### config.mk
export PLATFORM = sky130hd
export DESIGN_NAME = csma_cd_station_transmit_control_unit
export DESIGN_NICKNAME = d
export VERILOG_FILES = /design/src/sv/csma_pkg.sv /design/src/sv/csma_div.sv /design/src/sv/csma_dp.sv /design/src/sv/csma_ctrl.sv /design/src/sv/csma_cd_station_transmit_control_unit.sv
export SDC_FILE = /design/constraint.sdc
export NUM_CORES = 2
export LEC_CHECK = 0
export BUFFER_PORTS_ARGS = -buffer_cell sky130_fd_sc_hd__buf_2
export CAP_MARGIN = 20
export CORE_MARGIN = 1
export CORE_UTILIZATION = 57
export DETAILED_ROUTE_END_ITERATION = 10
export GPL_TIMING_DRIVEN = 0
export PLACE_DENSITY = 0.81
export SLEW_MARGIN = 20
export SYNTH_ARGS = -nofsm -noshare
export SYNTH_HDL_FRONTEND = slang
export SYNTH_SLANG_ARGS = --single-unit
export TNS_END_PERCENT = 50
### constraint.sdc
create_clock -name clk -period 5 [get_ports clk]
set_input_delay 1.5 -clock clk [delete_from_list [all_inputs] [get_ports clk]]
set_output_delay 1.5 -clock clk [all_outputs]
set_load 0.02 [all_outputs]
### src/sv/csma_pkg.sv
// shared types and constants of the csma/cd station transmit control unit
package csma_pkg;

    // input item fields
    typedef struct packed {
        logic        packet_arrives;
        logic [7:0]  others_driving;
        logic [9:0]  backoff_random;
        logic [15:0] persist_random;
    } in_item_t;

    // result item fields
    typedef struct packed {
        logic [2:0]  station_state;
        logic        drives_medium;
        logic        packet_sent;
        logic [31:0] packet_delay;
        logic        packet_abandoned;
        logic        arrival_lost;
        logic [6:0]  queue_level;
        logic [31:0] sent_total;
        logic [47:0] delay_total;
    } out_item_t;

    // configuration register indexes
    typedef enum logic [1:0] {
        CFG_MODE  = 2'd0,
        CFG_PROB  = 2'd1,
        CFG_SPEED = 2'd2,
        CFG_LEN   = 2'd3
    } cfg_idx_t;

    // divider operand selection
    typedef enum logic [1:0] {
        DIV_PACKET = 2'd0,
        DIV_SENSE  = 2'd1,
        DIV_WAIT   = 2'd2
    } div_sel_t;

    // commands from the sequencer to the datapath
    typedef struct packed {
        logic     accept;
        logic     div_start;
        div_sel_t div_sel;
        logic     pkt_load;
        logic     sense_load;
        logic     update;
    } ctl_cmd_t;

    // status from the datapath to the sequencer
    typedef struct packed {
        logic stale;
        logic div_done;
    } ctl_sts_t;

    localparam int CFG_W  = 17;
    localparam int DIV_W  = 19;
    localparam int DVS_W  = 6;

    // persistence modes
    localparam logic [1:0] MODE_NONPERSIST = 2'd1;
    localparam logic [1:0] MODE_PPERSIST   = 2'd2;

    // timing constants in bit times
    localparam int SENSE_BITS  = 96;
    localparam int BYTE_SHIFT  = 3;
    localparam int SLOT_SHIFT  = 9;
    localparam logic [9:0] BACKOFF_MOD = 10'd1023;

    // reset values of the registers and of the derived tick counts
    localparam logic [1:0]  MODE_RST  = 2'd0;
    localparam logic [16:0] PROB_RST  = 17'd32768;
    localparam logic [5:0]  SPEED_RST = 6'd1;
    localparam logic [12:0] LEN_RST   = 13'd1000;
    localparam logic [15:0] PKT_TICKS_RST   = 16'd8000;
    localparam logic [6:0]  SENSE_TICKS_RST = 7'd96;

endpackage

### src/sv/csma_div.sv
// iterative restoring divider, one quotient bit per cycle
module csma_div (
    input  logic                          clk,
    input  logic                          rst_n,
    input  logic                          start,
    input  logic [csma_pkg::DIV_W-1:0]    dividend,
    input  logic [csma_pkg::DVS_W-1:0]    divisor,
    output logic                          done,
    output logic [csma_pkg::DIV_W-1:0]    quotient
);

    localparam int DW = csma_pkg::DIV_W;
    localparam int VW = csma_pkg::DVS_W;
    localparam int CW = $clog2(DW);

    logic [DW-1:0] acc_reg, acc_next;
    logic [VW-1:0] rem_reg, rem_next;
    logic [VW-1:0] dvs_reg;
    logic [CW-1:0] cnt_reg;
    logic          busy_reg;
    logic          done_reg;
    logic [VW:0]   shifted;
    logic          fits;

    // one restoring step
    always_comb
    begin
        shifted  = {rem_reg, acc_reg[DW-1]};
        fits     = shifted >= {1'b0, dvs_reg};
        rem_next = fits ? VW'(shifted - {1'b0, dvs_reg}) : shifted[VW-1:0];
        acc_next = {acc_reg[DW-2:0], fits};
    end

    // control
    always_ff @(posedge clk or negedge rst_n)
    begin
        if (!rst_n)
        begin
            busy_reg <= 1'b0;
            done_reg <= 1'b0;
            cnt_reg  <= '0;
        end
        else
        begin
            done_reg <= 1'b0;
            if (start)
            begin
                busy_reg <= 1'b1;
                cnt_reg  <= '0;
            end
            else if (busy_reg)
            begin
                cnt_reg <= cnt_reg + 1'b1;
                if (cnt_reg == CW'(DW - 1))
                begin
                    busy_reg <= 1'b0;
                    done_reg <= 1'b1;
                end
            end
        end
    end

    // operands
    always_ff @(posedge clk)
    begin
        if (start)
        begin
            acc_reg <= dividend;
            rem_reg <= '0;
            dvs_reg <= divisor;
        end
        else if (busy_reg)
        begin
            acc_reg <= acc_next;
            rem_reg <= rem_next;
        end
    end

    assign done     = done_reg;
    assign quotient = acc_reg;

endmodule

### src/sv/csma_dp.sv
// datapath: registers, arrival queue, station state and timing counters
module csma_dp #(
    parameter int QUEUE_DEPTH  = 64,
    parameter int MAX_ATTEMPTS = 10,
    parameter int TICK_WIDTH   = 32
) (
    input  logic                          clk,
    input  logic                          rst_n,
    input  logic                          cfg_we,
    input  logic [1:0]                    cfg_index,
    input  logic [csma_pkg::CFG_W-1:0]    cfg_wdata,
    input  csma_pkg::in_item_t            in_data,
    input  csma_pkg::ctl_cmd_t            cmd,
    output csma_pkg::ctl_sts_t            sts,
    output csma_pkg::out_item_t           out_data
);

    localparam int PW = (QUEUE_DEPTH > 1) ? $clog2(QUEUE_DEPTH) : 1;
    localparam int NW = $clog2(QUEUE_DEPTH + 1);
    localparam int TW = TICK_WIDTH;
    localparam int DW = csma_pkg::DIV_W;

    typedef enum logic [2:0] {
        ST_IDLE         = 3'd0,
        ST_SENSING      = 3'd1,
        ST_TRANSMITTING = 3'd2,
        ST_JAMMING      = 3'd3,
        ST_WAITING      = 3'd4,
        ST_DEFERRED     = 3'd5
    } station_t;

    // configuration registers
    logic [1:0]  mode_reg;
    logic [16:0] prob_reg;
    logic [5:0]  speed_reg;
    logic [12:0] len_reg;
    logic        stale_reg;
    logic [15:0] pticks_reg;
    logic [6:0]  senset_reg;

    // queue and station
    logic [TW-1:0] stamps [QUEUE_DEPTH];
    logic [PW-1:0] head_reg, tail_reg;
    logic [NW-1:0] count_reg;
    logic [TW-1:0] tick_reg, stamp_reg;
    station_t      st_reg, st_next;
    logic [3:0]    att_reg, att_next;
    logic [15:0]   svc_reg, svc_next;
    logic [6:0]    sense_reg, sense_next;
    logic [5:0]    jam_reg, jam_next;
    logic [18:0]   wait_reg, wait_next;
    logic [31:0]   sent_reg;
    logic [47:0]   dsum_reg;
    logic          lost_reg;
    logic [31:0]   delay_reg;
    csma_pkg::in_item_t  item_reg;
    csma_pkg::out_item_t out_reg;

    // divider
    logic [5:0]    speed_eff;
    logic [9:0]    brnd_mod;
    logic [DW-1:0] dividend;
    logic          div_done;
    logic [DW-1:0] quo;

    assign speed_eff = (speed_reg == '0) ? 6'd1 : speed_reg;
    assign brnd_mod  = (item_reg.backoff_random == csma_pkg::BACKOFF_MOD)
                       ? 10'd0 : item_reg.backoff_random;

    always_comb
    begin
        unique case (cmd.div_sel)
            csma_pkg::DIV_PACKET: dividend = DW'(len_reg) << csma_pkg::BYTE_SHIFT;
            csma_pkg::DIV_SENSE:  dividend = DW'(csma_pkg::SENSE_BITS);
            csma_pkg::DIV_WAIT:   dividend = DW'(brnd_mod) << csma_pkg::SLOT_SHIFT;
            default:              dividend = '0;
        endcase
    end

    csma_div u_div (
        .clk      (clk),
        .rst_n    (rst_n),
        .start    (cmd.div_start),
        .dividend (dividend),
        .divisor  (speed_eff),
        .done     (div_done),
        .quotient (quo)
    );

    assign sts.stale    = stale_reg;
    assign sts.div_done = div_done;

    // configuration writes and derived tick counts
    always_ff @(posedge clk or negedge rst_n)
    begin
        if (!rst_n)
        begin
            mode_reg   <= csma_pkg::MODE_RST;
            prob_reg   <= csma_pkg::PROB_RST;
            speed_reg  <= csma_pkg::SPEED_RST;
            len_reg    <= csma_pkg::LEN_RST;
            stale_reg  <= 1'b0;
            pticks_reg <= csma_pkg::PKT_TICKS_RST;
            senset_reg <= csma_pkg::SENSE_TICKS_RST;
        end
        else
        begin
            if (cmd.pkt_load)
                pticks_reg <= quo[15:0];
            if (cmd.sense_load)
            begin
                senset_reg <= quo[6:0];
                stale_reg  <= 1'b0;
            end
            if (cfg_we)
            begin
                unique case (csma_pkg::cfg_idx_t'(cfg_index))
                    csma_pkg::CFG_MODE:  mode_reg <= cfg_wdata[1:0];
                    csma_pkg::CFG_PROB:  prob_reg <= cfg_wdata[16:0];
                    csma_pkg::CFG_SPEED:
                    begin
                        speed_reg <= cfg_wdata[5:0];
                        stale_reg <= 1'b1;
                    end
                    csma_pkg::CFG_LEN:
                    begin
                        len_reg   <= cfg_wdata[12:0];
                        stale_reg <= 1'b1;
                    end
                    default: ;
                endcase
            end
        end
    end

    // arrival stamp memory, head read registered
    logic [TW-1:0] tick_inc;
    logic          do_push;
    assign tick_inc = tick_reg + 1'b1;
    assign do_push  = cmd.accept && in_data.packet_arrives && (count_reg < NW'(QUEUE_DEPTH));

    always_ff @(posedge clk)
    begin
        if (do_push)
            stamps[tail_reg] <= tick_inc;
        if (cmd.accept)
            stamp_reg <= (count_reg == '0) ? tick_inc : stamps[head_reg];
    end

    // delay of the head packet
    logic [TW-1:0] diff;
    logic [TW:0]   diff1;
    logic [63:0]   diff64;
    assign diff   = tick_reg - stamp_reg;
    assign diff1  = {1'b0, diff} + 1'b1;
    assign diff64 = 64'(diff1);

    always_ff @(posedge clk)
    begin
        if (cmd.div_start)
            delay_reg <= (diff64 > 64'hFFFF_FFFF) ? 32'hFFFF_FFFF : diff64[31:0];
    end

    // one tick of the station controller
    logic          pop, sent, aband, noi;
    logic [31:0]   delay_v;
    logic [NW-1:0] cnt_after;
    logic          free_tx, free_defer, do_wait, do_backoff;
    logic [5:0]    jamt;
    logic          at_limit;

    assign jamt     = senset_reg[6:1];
    assign at_limit = att_reg >= 4'(MAX_ATTEMPTS);

    always_comb
    begin
        st_next    = st_reg;
        att_next   = att_reg;
        svc_next   = svc_reg;
        sense_next = sense_reg;
        jam_next   = jam_reg;
        wait_next  = wait_reg;
        pop        = 1'b0;
        sent       = 1'b0;
        aband      = 1'b0;
        noi        = 1'b0;
        delay_v    = '0;
        free_tx    = 1'b0;
        free_defer = 1'b0;
        do_wait    = 1'b0;
        do_backoff = 1'b0;

        unique case (st_reg)
            ST_IDLE:
                if (count_reg != '0)
                    noi = 1'b1;
            ST_SENSING:
                if (item_reg.others_driving == '0)
                begin
                    if (sense_reg <= 7'd1)
                    begin
                        sense_next = '0;
                        free_tx    = 1'b1;
                    end
                    else
                        sense_next = sense_reg - 1'b1;
                end
                else
                begin
                    sense_next = senset_reg;
                    if (mode_reg == csma_pkg::MODE_NONPERSIST ||
                        mode_reg == csma_pkg::MODE_PPERSIST)
                        do_wait = 1'b1;
                end
            ST_TRANSMITTING:
                if (svc_reg <= 16'd1)
                begin
                    svc_next = '0;
                    if (count_reg != '0)
                        delay_v = delay_reg;
                    pop      = 1'b1;
                    att_next = '0;
                    sent     = 1'b1;
                    noi      = 1'b1;
                end
                else
                begin
                    svc_next = svc_reg - 1'b1;
                    if (item_reg.others_driving != '0)
                    begin
                        st_next  = ST_JAMMING;
                        jam_next = jamt;
                    end
                end
            ST_JAMMING:
                if (jam_reg <= 6'd1)
                begin
                    jam_next   = jamt;
                    do_backoff = 1'b1;
                end
                else
                    jam_next = jam_reg - 1'b1;
            ST_WAITING:
                if (wait_reg <= 19'd1)
                begin
                    wait_next = '0;
                    noi       = 1'b1;
                end
                else
                    wait_next = wait_reg - 1'b1;
            ST_DEFERRED:
                if (item_reg.others_driving == '0)
                    free_tx = 1'b1;
                else
                    do_backoff = 1'b1;
            default:
                noi = 1'b1;
        endcase

        // channel found free: p-persistent may defer
        if (free_tx)
        begin
            if (mode_reg == csma_pkg::MODE_PPERSIST &&
                !({1'b0, item_reg.persist_random} < prob_reg))
            begin
                st_next    = ST_DEFERRED;
                sense_next = senset_reg;
            end
            else
            begin
                st_next    = ST_TRANSMITTING;
                svc_next   = pticks_reg;
                sense_next = senset_reg;
            end
        end

        // backoff or give up on the head packet
        if (do_backoff)
        begin
            if (at_limit)
            begin
                pop      = 1'b1;
                att_next = '0;
                aband    = 1'b1;
                noi      = 1'b1;
            end
            else
            begin
                att_next = att_reg + 1'b1;
                do_wait  = 1'b1;
            end
        end

        if (do_wait)
        begin
            wait_next = quo;
            st_next   = ST_WAITING;
        end

        cnt_after = (pop && count_reg != '0) ? count_reg - 1'b1 : count_reg;
        if (noi)
        begin
            if (cnt_after == '0)
                st_next = ST_IDLE;
            else
            begin
                st_next    = ST_SENSING;
                sense_next = senset_reg;
            end
        end
    end

    // queue pointers, tick counter and station registers
    logic [PW-1:0] head_inc, tail_inc;
    assign head_inc = (head_reg == PW'(QUEUE_DEPTH - 1)) ? '0 : head_reg + 1'b1;
    assign tail_inc = (tail_reg == PW'(QUEUE_DEPTH - 1)) ? '0 : tail_reg + 1'b1;

    always_ff @(posedge clk or negedge rst_n)
    begin
        if (!rst_n)
        begin
            head_reg  <= '0;
            tail_reg  <= '0;
            count_reg <= '0;
            tick_reg  <= '0;
            st_reg    <= ST_IDLE;
            att_reg   <= '0;
            svc_reg   <= csma_pkg::PKT_TICKS_RST;
            sense_reg <= csma_pkg::SENSE_TICKS_RST;
            jam_reg   <= csma_pkg::SENSE_TICKS_RST[6:1];
            wait_reg  <= '0;
            sent_reg  <= '0;
            dsum_reg  <= '0;
            lost_reg  <= 1'b0;
        end
        else if (cmd.accept)
        begin
            tick_reg <= tick_inc;
            lost_reg <= in_data.packet_arrives && !do_push;
            if (do_push)
            begin
                tail_reg  <= tail_inc;
                count_reg <= count_reg + 1'b1;
            end
        end
        else if (cmd.update)
        begin
            st_reg    <= st_next;
            att_reg   <= att_next;
            svc_reg   <= svc_next;
            sense_reg <= sense_next;
            jam_reg   <= jam_next;
            wait_reg  <= wait_next;
            count_reg <= cnt_after;
            if (pop && count_reg != '0)
                head_reg <= head_inc;
            if (sent)
            begin
                sent_reg <= sent_reg + 1'b1;
                dsum_reg <= dsum_reg + 48'(delay_v);
            end
        end
    end

    // input item latch
    always_ff @(posedge clk)
    begin
        if (cmd.accept)
            item_reg <= in_data;
    end

    // result register
    always_ff @(posedge clk)
    begin
        if (cmd.update)
        begin
            out_reg.station_state    <= st_next;
            out_reg.drives_medium    <= (st_next == ST_TRANSMITTING) ||
                                        (st_next == ST_JAMMING);
            out_reg.packet_sent      <= sent;
            out_reg.packet_delay     <= delay_v;
            out_reg.packet_abandoned <= aband;
            out_reg.arrival_lost     <= lost_reg;
            out_reg.queue_level      <= 7'(cnt_after);
            out_reg.sent_total       <= sent ? sent_reg + 1'b1 : sent_reg;
            out_reg.delay_total      <= sent ? dsum_reg + 48'(delay_v) : dsum_reg;
        end
    end

    assign out_data = out_reg;

endmodule

### src/sv/csma_ctrl.sv
// sequencer: item handshake, divider runs and datapath update
module csma_ctrl (
    input  logic                clk,
    input  logic                rst_n,
    input  logic                in_valid,
    output logic                in_ready,
    output logic                out_valid,
    input  logic                out_ready,
    input  csma_pkg::ctl_sts_t  sts,
    output csma_pkg::ctl_cmd_t  cmd
);

    typedef enum logic [2:0] {
        C_IDLE,
        C_PKT_GO,
        C_PKT_RUN,
        C_SNS_GO,
        C_SNS_RUN,
        C_START,
        C_DIV,
        C_UPD
    } ctl_state_t;

    ctl_state_t state_reg, state_next;
    logic       out_valid_reg, out_valid_next;
    logic       can_update;

    assign can_update = !out_valid_reg || out_ready;

    // commands and next state
    always_comb
    begin
        state_next = state_reg;
        cmd        = '0;
        cmd.div_sel = csma_pkg::DIV_WAIT;
        in_ready   = 1'b0;
        unique case (state_reg)
            C_IDLE:
            begin
                in_ready = !sts.stale;
                if (sts.stale)
                    state_next = C_PKT_GO;
                else if (in_valid)
                begin
                    cmd.accept = 1'b1;
                    state_next = C_START;
                end
            end
            C_PKT_GO:
            begin
                cmd.div_start = 1'b1;
                cmd.div_sel   = csma_pkg::DIV_PACKET;
                state_next    = C_PKT_RUN;
            end
            C_PKT_RUN:
                if (sts.div_done)
                begin
                    cmd.pkt_load = 1'b1;
                    state_next   = C_SNS_GO;
                end
            C_SNS_GO:
            begin
                cmd.div_start = 1'b1;
                cmd.div_sel   = csma_pkg::DIV_SENSE;
                state_next    = C_SNS_RUN;
            end
            C_SNS_RUN:
                if (sts.div_done)
                begin
                    cmd.sense_load = 1'b1;
                    state_next     = C_IDLE;
                end
            C_START:
            begin
                cmd.div_start = 1'b1;
                state_next    = C_DIV;
            end
            C_DIV:
                if (sts.div_done)
                    state_next = C_UPD;
            C_UPD:
                if (can_update)
                begin
                    cmd.update = 1'b1;
                    state_next = C_IDLE;
                end
            default:
                state_next = C_IDLE;
        endcase
    end

    // result slot
    always_comb
    begin
        out_valid_next = out_valid_reg;
        if (cmd.update)
            out_valid_next = 1'b1;
        else if (out_ready)
            out_valid_next = 1'b0;
    end

    always_ff @(posedge clk or negedge rst_n)
    begin
        if (!rst_n)
        begin
            state_reg     <= C_IDLE;
            out_valid_reg <= 1'b0;
        end
        else
        begin
            state_reg     <= state_next;
            out_valid_reg <= out_valid_next;
        end
    end

    assign out_valid = out_valid_reg;

    // an accepted item always goes on to start the divider
    a_accept_starts: assert property (@(posedge clk) disable iff (!rst_n)
        (in_valid && in_ready) |=> state_reg == C_START)
        else $error("accepted item did not start the divider");

    // divider finishes only while a run is awaited
    a_done_expected: assert property (@(posedge clk) disable iff (!rst_n)
        sts.div_done |-> (state_reg == C_DIV || state_reg == C_PKT_RUN ||
                          state_reg == C_SNS_RUN))
        else $error("divider finished outside a run");

    // an update presents a result and frees the input side
    a_update_result: assert property (@(posedge clk) disable iff (!rst_n)
        cmd.update |=> (out_valid_reg && state_reg == C_IDLE))
        else $error("update did not produce a result");

endmodule

### src/sv/csma_cd_station_transmit_control_unit.sv
// top level of the csma/cd station transmit control unit
// Each input item is one tick of a csma/cd station: it may queue an arriving packet (up to
// QUEUE_DEPTH stamped arrivals) and advances the idle/sensing/transmitting/jamming/waiting/
// deferred controller, giving one result item per tick. An item is accepted and latched, then
// passes a setup state that starts the bit-serial divider, which scales the backoff slots by
// the link speed, a state that waits for the quotient and an update state before its result
// is presented. After a write of link_speed or packet_length the next item is held off while
// the same divider recomputes the packet and sense tick counts. A finished result waits in
// an output register while the next item is accepted; the update of that next item waits
// until the earlier result has been taken.
module csma_cd_station_transmit_control_unit #(
    parameter int QUEUE_DEPTH  = 64,
    parameter int MAX_ATTEMPTS = 10,
    parameter int TICK_WIDTH   = 32
) (
    input  logic                          clk,
    input  logic                          rst_n,
    input  logic                          cfg_we,
    input  logic [1:0]                    cfg_index,
    input  logic [csma_pkg::CFG_W-1:0]    cfg_wdata,
    input  logic                          in_valid,
    output logic                          in_ready,
    input  csma_pkg::in_item_t            in_data,
    output logic                          out_valid,
    input  logic                          out_ready,
    output csma_pkg::out_item_t           out_data
);

    csma_pkg::ctl_cmd_t cmd;
    csma_pkg::ctl_sts_t sts;

    // sequencer
    csma_ctrl u_ctrl (
        .clk       (clk),
        .rst_n     (rst_n),
        .in_valid  (in_valid),
        .in_ready  (in_ready),
        .out_valid (out_valid),
        .out_ready (out_ready),
        .sts       (sts),
        .cmd       (cmd)
    );

    // datapath
    csma_dp #(
        .QUEUE_DEPTH  (QUEUE_DEPTH),
        .MAX_ATTEMPTS (MAX_ATTEMPTS),
        .TICK_WIDTH   (TICK_WIDTH)
    ) u_dp (
        .clk       (clk),
        .rst_n     (rst_n),
        .cfg_we    (cfg_we),
        .cfg_index (cfg_index),
        .cfg_wdata (cfg_wdata),
        .in_data   (in_data),
        .cmd       (cmd),
        .sts       (sts),
        .out_data  (out_data)
    );

endmodule
==> metrics <==
die area=0.1866 mm2; Seq cells post-synth=2563; run status=complete, but fails checks; CP Data Required Time=5580 ps; Num CTS Buffers=237; CP Launch Type=flop; failing checks=negative setup slack; vias in the first global route=63327; chip height=432.0 um; Rel. slew slack=13.44%; share of layout cells above drive strength 1=27.40%; largest net degree at the start of global routing=98; TNS Setup=-2879 ps; EDFF count, synth=2297; root buf cell=clkbuf_16; GRT overflow=0; crit-path max FO=10; Synth top area share=65.46%; worst hold-check path type=flop to flop; Crit. End Element=flop; Max Slew Vio Count=0; Max Clock Freq=192.7 MHz; worst vdd ir=0.3880 mV; Post-DP HPWL=209.3 mm; max-capacitance violation count=0; P&R area growth vs syn=17.33%; register area share after synthesis=71.78%; routability cong.=0.9089; drt pass-1 iters=8; CP Capture Point=u_dp.stamp_reg[5]; Tot GR Track Use=37.72%; number of fill cells in the layout=10638; drt wl/cell=39.16 um; initial antenna violation count=37; Yosys warnings=0; Final #Nets=6532; reg-to-reg slack, setup=-190 ps; CP max stage cell=clkdlybuf4s15_2; WP depth=10; largest cells by area after synthesis=edfxtp_1 (65%), mux4_2 (14%), dfrtp_1 (5.6%); post-synth cell types=97; top cells by count, synth=edfxtp_1 (2297), mux4_2 (665), nand2_1 (366); area of the multi-input gates=0.02942 mm2; final setup margin=-190.1 ps; initial detailed-routing violation count=11461; synthesized area per cell=18.48 um2; Power Total=42.61 mW; Clock Pin Slew Worst Setup and Hold Paths=70 ps; vias per inst=7.255; Lkg Pwr=46.36 nW; Netlist Area Pre-Place=0.1054 mm2; Critical R2R Capture=u_dp.stamp_reg[5]; die span in x=432.0 um; Rows=157; Skew-Pair Late Insertion Delay=920 ps; DR DRC count=0; Buffers & Inverters on Critical Path=4; Top Family by Delay on Critical Path=buffers and inverters; Fin Clk Skew=63.24 ps; Reg2Reg Depth=10; Synth Flop Type=edfxtp_1; Critical R2R Launch=u_dp.head_reg[0]; Final period util=103.8%; Clock Tree Buf Depth=3; core area=0.1833 mm2; CTS tree=built; slowest stage delay, CP=700 ps; worst slack, placed=-2199 ps; CP Cell Sequence=buf_2 > clkbuf_1 > buf_2 > clkdlybuf4s15_2 > mux4_2 > mux4_2 > mux2i_1 > nand2_1 > o21ai_0 > o21ai_0; synthesized instance count=5701; Worst Tran Pin Value=1298 ps; I/O pin count=187; first-pass GRT wire length=484.8 mm; crit path from=u_dp.head_reg[0]; Register Area=0.07564 mm2; most frequent cell after synthesis=edfxtp_1; clock sinks=2563; final hold vios=0; # setup viols final=66; Port Buffer Count=186; Tmin final=5190 ps; remaining antenna violation count=0; WP data arrival=5770 ps; Clock H-tree levels=4; post-synthesis async set-or-reset flop share=10.14%; Starting Density=57.49%; Largest register FFs=2048; final wirelength=354.6 mm; leading area contributor after synthesis=edfxtp_1; WS Path Type=flop to flop; syn_nets=5868; via count=65688; pwr dens=344.6 mW/mm2
## worst min-delay path by stage
stage                     slack (ps)                end  cells past startpoint           from
after floorplan                  420  u_dp.out_data[87]                      0  u_dp.lost_reg
after global placement           440  u_dp.out_data[87]                      0  u_dp.lost_reg
after detailed placement         440  u_dp.out_data[87]                      0  u_dp.lost_reg
after CTS                        450  u_dp.out_data[87]                      0  u_dp.lost_reg
after global routing             460  u_dp.out_data[87]                      0  u_dp.lost_reg
final                            450  u_dp.out_data[87]                      0  u_dp.lost_reg
## routing by layer
| metal | wire length [um] | vias up | track usage [%] | share of wire, % |
|---|---|---|---|---|
| met1 | 108700 | 32497 | 44.64 | 31 |
| met3 | 51890 | 1948 | 13.62 | 15 |
| met4 | 33280 | 40 | 26.70 | 9.4 |
| met5 | 422 | - | 0.4684 | 0.12 |
| met2 | 160300 | 6958 | 57.52 | 45 |
| li1 | - | 24245 | - | - |
## worst register-to-register path: stages (launching register included)
cell and delay (ps):
dfrtp_1 380, buf_2 440, clkbuf_1 600, buf_2 530
clkdlybuf4s15_2 720, mux4_2 670, mux4_2 510, mux2i_1 230
nand2_1 140, o21ai_0 340, o21ai_0 300
## per-stage QoR
step                      util (%)  cells  area [um2]  hold WS [ps]
after floorplan                  -   5701      105400         424.8
after global placement       59.69   8351      109400         438.1
after detailed placement     62.61   8549      114800         440.1
after CTS                    67.15   9000      123100         452.5
after global routing         67.44   9040      123600         464.9
final                        67.45   9054      123600         452.9
## cell type report
type / count / area share [%]
Timing Repair Buffer: 423 / 4.617
Clock buffer: 288 / 5.045
Buffer: 275 / 0.9787
Antenna cell: 18 / 0.03643
Tap cell: 2464 / 2.494
Sequential cell: 2563 / 61.18
Clock inverter: 158 / 1.472
Multi-Input combinational cell: 2741 / 23.80
Inverter: 124 / 0.3826
## power breakdown
part           switching [mW]  internal, mW
logic                   0.123         0.103
clock network            8.60          10.7
registers              0.0427          23.1
total                    8.77          33.8
## placed cells by master, fill, tap and decap left out, types with 37 or more instances in the layout
cell | synthesis | layout
clkbuf_1 | 193 | 197
dfrtp_1 | 234 | 234
a21o_1 | 52 | 52
clkbuf_2 | 0 | 49
buf_16 | 0 | 109
edfxtp_1 | 2297 | 2297
clkinv_1 | 0 | 48
a21oi_1 | 134 | 133
xnor2_1 | 137 | 124
nor3_1 | 78 | 74
o21ai_0 | 172 | 169
buf_12 | 0 | 47
ha_1 | 105 | 104
nor2_1 | 265 | 195
nand4_1 | 40 | 40
buf_1 | 66 | 37
nand3_1 | 83 | 81
nor2_4 | 0 | 65
mux2_2 | 84 | 84
buf_6 | 0 | 41
mux4_2 | 665 | 665
buf_2 | 16 | 203
inv_1 | 121 | 120
nand2_1 | 366 | 363
and3_1 | 73 | 73
clkinv_2 | 0 | 39
xor2_1 | 100 | 83
clkbuf_16 | 0 | 241
## cell families after synthesis
kind of cell / synth area share [%]
muxes: 15.25
xor gates and xnor gates: 1.970
adders and majority gates: 1.304
buffers and inverters: 1.448
DFF: 71.78
and+or+nand+nor: 4.755
AOI/OAI and AO/OA: 3.497
## what timing repair did
action / CTS / global route
cloned: 2 / 1
hold buffers: 0 / 0
pin swaps: 4 / 15
endpoints found under the setup margin: 361 / 734
resized for setup: 58 / 36
setup buffers: 4 / 31
No activity file was read; power rests on OpenSTA's default activity.
